**config.mk**
```make
export PLATFORM = sky130hd
export DESIGN_NAME = backslash_escape_decoder_flat
export DESIGN_NICKNAME = d
export VERILOG_FILES = /design/src/rtl/bed_pkg.sv /design/src/rtl/bed_in_if.sv /design/src/rtl/bed_out_if.sv /design/src/rtl/backslash_escape_decoder.sv /design/src/flat_wrapper.sv
export SDC_FILE = /design/constraint.sdc
export NUM_CORES = 1
export LEC_CHECK = 0
export BUFFER_PORTS_ARGS = -buffer_cell sky130_fd_sc_hd__buf_2
export CORE_ASPECT_RATIO = 1.25
export CORE_MARGIN = 2
export CORE_UTILIZATION = 46
export CTS_CLUSTER_DIAMETER = 100
export DETAILED_ROUTE_END_ITERATION = 8
export GPL_TIMING_DRIVEN = 0
export PLACE_DENSITY_LB_ADDON = 0.12
export SYNTH_ARGS = -nofsm -noshare
export SYNTH_HDL_FRONTEND = slang
export SYNTH_SLANG_ARGS = --single-unit
```
**constraint.sdc**
```tcl
create_clock -name clk_i -period 7.9 [get_ports clk_i]
set_clock_uncertainty 0.05 [all_clocks]
set_input_delay 0.395 -clock clk_i [delete_from_list [all_inputs] [get_ports clk_i]]
set_output_delay 0.395 -clock clk_i [all_outputs]
set_load 0.02 [all_outputs]
```
**src/rtl/bed_pkg.sv**
```systemverilog
// Shared constants, types and helper functions of the backslash escape decoder.
package bed_pkg;

  localparam logic [2:0] PhIdle = 3'd0;
  localparam logic [2:0] PhBs   = 3'd1;
  localparam logic [2:0] PhX0   = 3'd2;
  localparam logic [2:0] PhX1   = 3'd3;
  localparam logic [2:0] PhO1   = 3'd4;
  localparam logic [2:0] PhO2   = 3'd5;

  localparam logic [7:0] ChBackslash = 8'h5C;
  localparam logic [7:0] ChX         = 8'h78;
  localparam logic [7:0] ChE         = 8'h65;
  localparam logic [7:0] ChF         = 8'h66;
  localparam logic [7:0] ChN         = 8'h6E;
  localparam logic [7:0] ChR         = 8'h72;
  localparam logic [7:0] ChT         = 8'h74;
  localparam logic [7:0] Ch0         = 8'h30;
  localparam logic [7:0] Ch3         = 8'h33;
  localparam logic [7:0] Ch7         = 8'h37;
  localparam logic [7:0] Ch9         = 8'h39;
  localparam logic [7:0] ChLowA      = 8'h61;
  localparam logic [7:0] ChLowF      = 8'h66;
  localparam logic [7:0] ChUpA       = 8'h41;
  localparam logic [7:0] ChUpF       = 8'h46;

  localparam logic [7:0] CodeEsc = 8'h1B;
  localparam logic [7:0] CodeFf  = 8'h0C;
  localparam logic [7:0] CodeLf  = 8'h0A;
  localparam logic [7:0] CodeCr  = 8'h0D;
  localparam logic [7:0] CodeTab = 8'h09;

  typedef struct packed {
    logic [3:0][7:0] bytes;
    logic [2:0]      count;
  } burst_t;

  // Returns a valid flag above the four-bit value of a hex digit.
  function automatic logic [4:0] hex_digit(logic [7:0] c);
    logic [4:0] r;
    r = '0;
    if (c >= Ch0 && c <= Ch9) begin
      r = {1'b1, c[3:0]};
    end else if ((c >= ChLowA && c <= ChLowF) || (c >= ChUpA && c <= ChUpF)) begin
      r = {1'b1, 4'(c[3:0] + 4'd9)};
    end
    return r;
  endfunction

  // Bytes of an open escape, emitted unchanged when it is abandoned.
  function automatic burst_t flush_burst(logic [2:0] phase, logic [7:0] h0, logic [7:0] h1);
    burst_t b;
    b = '0;
    case (phase)
      PhBs: begin
        b.bytes[0] = ChBackslash;
        b.count    = 3'd1;
      end
      PhX0: begin
        b.bytes[0] = ChBackslash;
        b.bytes[1] = ChX;
        b.count    = 3'd2;
      end
      PhX1: begin
        b.bytes[0] = ChBackslash;
        b.bytes[1] = ChX;
        b.bytes[2] = h0;
        b.count    = 3'd3;
      end
      PhO1: begin
        b.bytes[0] = ChBackslash;
        b.bytes[1] = h0;
        b.count    = 3'd2;
      end
      PhO2: begin
        b.bytes[0] = ChBackslash;
        b.bytes[1] = h0;
        b.bytes[2] = h1;
        b.count    = 3'd3;
      end
      default: begin
        b.count = 3'd0;
      end
    endcase
    return b;
  endfunction

endpackage

```
**src/rtl/bed_in_if.sv**
```systemverilog
// Request channel carrying raw escaped characters into the decoder.
interface bed_in_if;
  logic       valid;
  logic       ready;
  logic [7:0] in_byte;
  logic       in_last;

  modport source (output valid, output in_byte, output in_last, input ready);
  modport sink (input valid, input in_byte, input in_last, output ready);
endinterface

```
**src/rtl/bed_out_if.sv**
```systemverilog
// Request channel carrying decoded characters out of the decoder.
interface bed_out_if;
  logic       valid;
  logic       ready;
  logic [7:0] out_byte;
  logic       out_last;

  modport source (output valid, output out_byte, output out_last, input ready);
  modport sink (input valid, input out_byte, input out_last, output ready);
endinterface

```
**src/rtl/backslash_escape_decoder.sv**
```systemverilog
// Top level of the backslash escape decoder.
//
// Raw characters enter on in_i, one request per character, with in_last
// marking the end of a string. Decoded characters leave on out_o with
// out_last on the final decoded character of each string.
// An accepted character is decoded in the same cycle and its results
// (zero to four bytes) are loaded into an output group register, so the
// first result appears in the cycle after acceptance.
// A character that yields at most one byte can follow in the next cycle,
// giving one character per cycle while the receiver takes every byte.
// When a character yields n bytes, the group register drains one byte per
// cycle while the receiver is ready, and the input takes the next character
// in the cycle the last of those bytes is taken.
// Reset clears the escape state and empties the group register.
// When the receiver stalls, the current byte holds on out_o and the
// input stays blocked until the last queued byte is taken.
module backslash_escape_decoder (
  input logic      clk_i,
  input logic      rst_ni,
  bed_in_if.sink   in_i,
  bed_out_if.source out_o
);

  logic [2:0]      phase_q, phase_d;
  logic [7:0]      held0_q, held0_d;
  logic [7:0]      held1_q, held1_d;
  logic [4:0]      digit_value_q, digit_value_d;
  logic [3:0][7:0] group_q, group_d;
  logic [2:0]      count_q;
  logic [2:0]      total_d;
  logic [1:0]      ptr_q;
  logic            last_q;

  logic [4:0]      hex;
  logic            is_oct;
  logic            consumed;
  bed_pkg::burst_t feed;
  bed_pkg::burst_t tail;
  logic [2:0]      tail_idx;
  logic [3:0]      sum;
  logic            accept;
  logic            pop;

  assign hex    = bed_pkg::hex_digit(in_i.in_byte);
  assign is_oct = (in_i.in_byte >= bed_pkg::Ch0) && (in_i.in_byte <= bed_pkg::Ch7);

  always_comb begin
    phase_d       = phase_q;
    held0_d       = held0_q;
    held1_d       = held1_q;
    digit_value_d = digit_value_q;
    consumed      = 1'b0;
    feed          = '0;
    case (phase_q)
      bed_pkg::PhBs: begin
        consumed = 1'b1;
        phase_d  = bed_pkg::PhIdle;
        feed.count = 3'd1;
        case (in_i.in_byte)
          bed_pkg::ChE:         feed.bytes[0] = bed_pkg::CodeEsc;
          bed_pkg::ChF:         feed.bytes[0] = bed_pkg::CodeFf;
          bed_pkg::ChN:         feed.bytes[0] = bed_pkg::CodeLf;
          bed_pkg::ChR:         feed.bytes[0] = bed_pkg::CodeCr;
          bed_pkg::ChT:         feed.bytes[0] = bed_pkg::CodeTab;
          bed_pkg::ChBackslash: feed.bytes[0] = bed_pkg::ChBackslash;
          bed_pkg::ChX: begin
            feed.count = 3'd0;
            phase_d    = bed_pkg::PhX0;
          end
          default: begin
            feed.count = 3'd0;
            if (in_i.in_byte inside {[bed_pkg::Ch0:bed_pkg::Ch3]}) begin
              held0_d       = in_i.in_byte;
              digit_value_d = {3'b000, in_i.in_byte[1:0]};
              phase_d       = bed_pkg::PhO1;
            end else begin
              consumed = 1'b0;
              phase_d  = phase_q;
            end
          end
        endcase
      end
      bed_pkg::PhX0: begin
        if (hex[4]) begin
          consumed      = 1'b1;
          held0_d       = in_i.in_byte;
          digit_value_d = {1'b0, hex[3:0]};
          phase_d       = bed_pkg::PhX1;
        end
      end
      bed_pkg::PhX1: begin
        if (hex[4]) begin
          consumed      = 1'b1;
          feed.bytes[0] = {digit_value_q[3:0], hex[3:0]};
          feed.count    = 3'd1;
          phase_d       = bed_pkg::PhIdle;
        end
      end
      bed_pkg::PhO1: begin
        if (is_oct) begin
          consumed      = 1'b1;
          held1_d       = in_i.in_byte;
          digit_value_d = {digit_value_q[1:0], in_i.in_byte[2:0]};
          phase_d       = bed_pkg::PhO2;
        end
      end
      bed_pkg::PhO2: begin
        if (is_oct) begin
          consumed      = 1'b1;
          feed.bytes[0] = {digit_value_q, in_i.in_byte[2:0]};
          feed.count    = 3'd1;
          phase_d       = bed_pkg::PhIdle;
        end
      end
      default: begin
        consumed = 1'b0;
      end
    endcase

    // An abandoned escape is emitted as it stood and the byte is scanned afresh.
    if (!consumed) begin
      feed = bed_pkg::flush_burst(phase_q, held0_q, held1_q);
      if (in_i.in_byte == bed_pkg::ChBackslash) begin
        phase_d = bed_pkg::PhBs;
      end else begin
        feed.bytes[feed.count[1:0]] = in_i.in_byte;
        feed.count = feed.count + 3'd1;
        phase_d    = bed_pkg::PhIdle;
      end
    end

    tail = '0;
    if (in_i.in_last) begin
      tail    = bed_pkg::flush_burst(phase_d, held0_d, held1_d);
      phase_d = bed_pkg::PhIdle;
    end

    group_d = '0;
    for (int k = 0; k < 4; k++) begin
      tail_idx = 3'(k) - feed.count;
      if (3'(k) < feed.count) begin
        group_d[k] = feed.bytes[k];
      end else begin
        group_d[k] = tail.bytes[tail_idx[1:0]];
      end
    end
    sum = {1'b0, feed.count} + {1'b0, tail.count};
    if (sum > 4'd4) begin
      total_d = 3'd4;
    end else begin
      total_d = sum[2:0];
    end
  end

  assign in_i.ready     = (count_q == 3'd0) || ((count_q == 3'd1) && out_o.ready);
  assign accept         = in_i.valid && in_i.ready;
  assign out_o.valid    = (count_q != 3'd0);
  assign out_o.out_byte = group_q[ptr_q];
  assign out_o.out_last = last_q && (count_q == 3'd1);
  assign pop            = out_o.valid && out_o.ready;

  always_ff @(posedge clk_i or negedge rst_ni) begin
    if (!rst_ni) begin
      phase_q <= bed_pkg::PhIdle;
      count_q <= 3'd0;
      ptr_q   <= 2'd0;
      last_q  <= 1'b0;
    end else if (accept) begin
      phase_q <= phase_d;
      count_q <= total_d;
      ptr_q   <= 2'd0;
      last_q  <= in_i.in_last;
    end else if (pop) begin
      count_q <= count_q - 3'd1;
      ptr_q   <= ptr_q + 2'd1;
    end
  end

  always_ff @(posedge clk_i) begin
    if (accept) begin
      held0_q       <= held0_d;
      held1_q       <= held1_d;
      digit_value_q <= digit_value_d;
      group_q       <= group_d;
    end
  end

endmodule

```
**src/flat_wrapper.sv**
```systemverilog
// flat-port wrapper written by rule: the top's interface ports become plain ports
module backslash_escape_decoder_flat 
  (clk_i, rst_ni, in_i_valid, in_i_in_byte, in_i_in_last, in_i_ready, out_o_valid, out_o_out_byte, out_o_out_last, out_o_ready);
  bed_in_if in_i_i ();
  bed_out_if out_o_i ();
  input logic clk_i;
  input logic rst_ni;
  input wire logic [$bits(in_i_i.valid)-1:0] in_i_valid;
  input wire logic [$bits(in_i_i.in_byte)-1:0] in_i_in_byte;
  input wire logic [$bits(in_i_i.in_last)-1:0] in_i_in_last;
  output wire logic [$bits(in_i_i.ready)-1:0] in_i_ready;
  output wire logic [$bits(out_o_i.valid)-1:0] out_o_valid;
  output wire logic [$bits(out_o_i.out_byte)-1:0] out_o_out_byte;
  output wire logic [$bits(out_o_i.out_last)-1:0] out_o_out_last;
  input wire logic [$bits(out_o_i.ready)-1:0] out_o_ready;
  assign in_i_i.valid = in_i_valid;
  assign in_i_i.in_byte = in_i_in_byte;
  assign in_i_i.in_last = in_i_in_last;
  assign in_i_ready = in_i_i.ready;
  assign out_o_valid = out_o_i.valid;
  assign out_o_out_byte = out_o_i.out_byte;
  assign out_o_out_last = out_o_i.out_last;
  assign out_o_i.ready = out_o_ready;
  backslash_escape_decoder u_core (.clk_i(clk_i), .rst_ni(rst_ni), .in_i(in_i_i), .out_o(out_o_i));
endmodule
```
==> reports/qor.yml <==
die_w_um: 92.7
pwr-share-comb_pct: 28.2
areaGrowthSynthToFinish_pct: 12.1
totalWireLength_um: 13600
path_clk_slew_ns: 0.05
firstDrtPassIters: 8
max_stage_delay_ns: 0.47
slew_viol_final: 0
post-route-drc-count: 0
tritoncts: "done"
drt-initial-drc-count: 540
power_frac_seq_pct: 41.1
rsz0062_at_grt: "no"
yosysWarnings: 0
ff_latch_area_um2: 1820
io_pins: 24
status: "complete, no violations"
place_congestion: 0.926
portBuffers: 23
synth-seq-area-share_pct: 40.2
cts_buffer_depth: 2
p_sw_share_pct: 32.9
ctsHoldBuffers: 1
antenna_found_initial: 0
powerDensity_nw_per_um2: 226
diodes: 0
core_area_um2: 9610
hold_violations: 0
grt_pass1_wl_um: 21300
synth_top_area_cell: "edfxtp_1"
async_flop_share_pct: 14.5
critPathMaxFanout: 8
clock.fmax_mhz: 235
avgSynthCellArea_um2: 9.65
row_count: 40
hpwl_um: 10400
tightest_slew_ns: 1.08
vias: 4081
worstSetupStartpointType: "input pin"
p_sw_mw: 0.377
synth-seq-cells: 62
crit_type: "input pin to flip-flop"
ctsRootBufferMaster: "clkbuf_16"
ys.flop_type: "edfxtp_1"
p_leak_nw: 1.84
ys_types: 79
grt_usage_pct: 26.4
cts_resized: 0
nFillCells: 918
grt-ovfl-total: 0
start_util_pct: 47.1
cts_setup_buffers: 0
setup_tns_ns: 0
cp.required_ns: 8.10
clk_latency_ns: 0.33
period_share_pct: 53.9
crit_chain: "buf_2, clkbuf_1, inv_1, ha_1, or4b_1, o211ai_1, nand2_1, a21oi_1, a31oi_2, and2_1, nor2_1, nor2b_1, ha_1, fa_1, mux2i_1, nand3_1, o211ai_1"
die_h_um: 115
irDropWorstVdd_mv: 0.0991
ant_nets: 0
htree_num_levels: 3
numCtsBuffers: 9
worst_setup_path_end_kind: "flip-flop"
clock_sinks: 62
cp.arrival_ns: 4.45
timing.final.crit_period_ns: 4.26
syn_inst: 469
synth_edf_count: 53
fin_hold_ws_ns: 0.343
nNetsFinal: 534
drive_gt1_share_pct: 15.0
first_global_vias: 3864
cp_slowest_cell: "or4b_1"
synth_area_um2: 4520
synth_nets: 499
cap_violations: 0
viasPerCell: 6.44
setup_violations: 0
multi_input_area_um2: 2520
die_area_um2: 10700
synthTopCellsByArea: "edfxtp_1, dfrtp_1, a21oi_1, ha_1, mux4_2"
grt_start_max_net_pins: 56
clkPwrFrac_pct: 30.7
wl_per_cell_um: 21.5
hp-class: "input pin to flip-flop"
slew_headroom_pct: 27.6
p_int_mw: 0.771
synth_top_area_share_pct: 35.2
## area by class of cell
cell class / count / share of cell area [%]
buffer: 27 / 2.27
clock buffer: 9 / 4.44
clock inverter: 6 / 0.789
inverter: 20 / 1.48
multi-input combinational: 360 / 49.6
sequential: 62 / 35.8
tap: 126 / 3.11
timing repair buffer: 24 / 2.47
## layer usage
layer | up-vias | global-route usage, % | part of all wire (%)
met3 | 65 | 4.19 | 7.2
met1 | 1894 | 33.1 | 39
met4 | 0 | 14.7 | 5.8
met5 | - | 0 | 0
li1 | 1876 | - | -
met2 | 246 | 43.6 | 48
## sequential cells by signal (all words and copies together), names as in the netlist
| signal | flops |
|---|---|
| u_core.count_q | 3 |
| u_core.last_q | 1 |
| u_core.ptr_q | 2 |
| u_core.held0_q | 8 |
| u_core.phase_q | 3 |
| u_core.group_q | 32 |
| u_core.held1_q | 8 |
| u_core.digit_value_q | 5 |
## critical path, delay by kind of cell
family | cells | cell delay [ns]
AOI/OAI and AO/OA | 4 | 0.93
adders and majority gates | 3 | 0.86
buffers and inverters | 3 | 0.65
muxes | 1 | 0.23
and+or+nand+nor | 6 | 1.40
## synthesized netlist by cell type (2+ instances only)
master	instances
mux4_2	8
a211oi_1	6
xnor2_1	3
o211ai_1	6
a21o_1	2
nor2b_1	7
o211ai_2	2
edfxtp_1	53
or3_1	4
o22ai_1	9
inv_1	18
a22oi_1	9
nor2_2	4
mux2i_1	5
and2_1	8
o21a_1	2
a211oi_2	2
o2bb2ai_1	3
clkbuf_1	16
a21oi_1	42
a31o_1	2
nand2_1	44
a22o_1	11
nand2b_1	7
o221ai_1	3
ha_1	16
nor3b_1	3
and3b_1	2
o32a_1	2
buf_1	4
nand3_1	17
a32o_1	3
a221oi_1	3
nor2_1	36
nor3_1	10
buf_4	2
buf_2	5
and3_1	8
o21ai_0	25
o211a_1	2
o31ai_1	4
dfrtp_1	9
a31oi_1	6
## cells in the final DEF (no fill, tap or decap), types with 4 or more instances in the layout
cell	count
clkbuf_16	9
nand3_1	17
a31oi_1	6
a21oi_1	42
nor2_1	36
nor3_1	10
inv_1	18
mux4_2	8
o21ai_0	25
buf_1	4
nor2_2	4
a211oi_1	6
and3_1	8
a22oi_1	9
a22o_1	11
o22ai_1	9
mux2i_1	5
dfrtp_1	9
ha_1	16
clkbuf_1	16
nor2b_1	7
o31ai_1	4
buf_2	28
or3_1	4
nand2b_1	7
and2_1	8
o211ai_1	6
edfxtp_1	53
nand2_1	44
## final timing paths
| kind | from | endpoint | slack [ns] | depth (start not counted) |
|---|---|---|---|---|
| max in group asynchronous | rst_ni | u_core.ptr_q[0]$_DFFE_PN0P_ | 7.20 | 2 |
| min in group asynchronous | rst_ni | u_core.phase_q[0]$_DFFE_PN0P_ | 0.41 | 2 |
| max reg2reg | u_core.phase_q[1]$_DFFE_PN0P_ | u_core.count_q[1]$_DFFE_PN0P_ | 3.77 | 16 |
| min reg2reg | u_core.last_q$_DFFE_PN0P_ | u_core.last_q$_DFFE_PN0P_ | 0.43 | 2 |
| max | in_i_in_byte[0] | u_core.count_q[1]$_DFFE_PN0P_ | 3.64 | 17 |
| min | out_o_ready | u_core.count_q[2]$_DFFE_PN0P_ | 0.34 | 4 |
## power by group through the flow
stage               Combinational (mW)  Sequential (mW)  Clock [mW]
floorplan                        0.239            0.464           0
global placement                 0.321            0.474           0
detailed placement               0.326            0.478           0
CTS                              0.327            0.473       0.356
global route                     0.356            0.479       0.368
finish                           0.324            0.472       0.352
## cell families after synthesis
| logic type | share of synthesized area [%] |
|---|---|
| flops | 40.2 |
| buf+inv | 4.20 |
| mux | 5.34 |
| fa+ha+maj | 4.87 |
| simple gates | 18.6 |
| compound gates | 26.2 |
| xor+xnor | 0.581 |
## through the flow
step | util (%) | total power [mW] | cells | setup slack, ns | area (um^2)
global placement | 49.9 | 0.795 | 618 | 3.46 | 4800
floorplan | - | 0.703 | 469 | 4.31 | 4520
finish | 52.8 | 1.15 | 634 | 3.64 | 5070
detailed placement | 49.9 | 0.805 | 618 | 3.40 | 4800
CTS | 52.8 | 1.16 | 634 | 3.72 | 5070
global route | 52.8 | 1.20 | 634 | 3.46 | 5070
No activity file was read; power rests on OpenSTA's default activity.
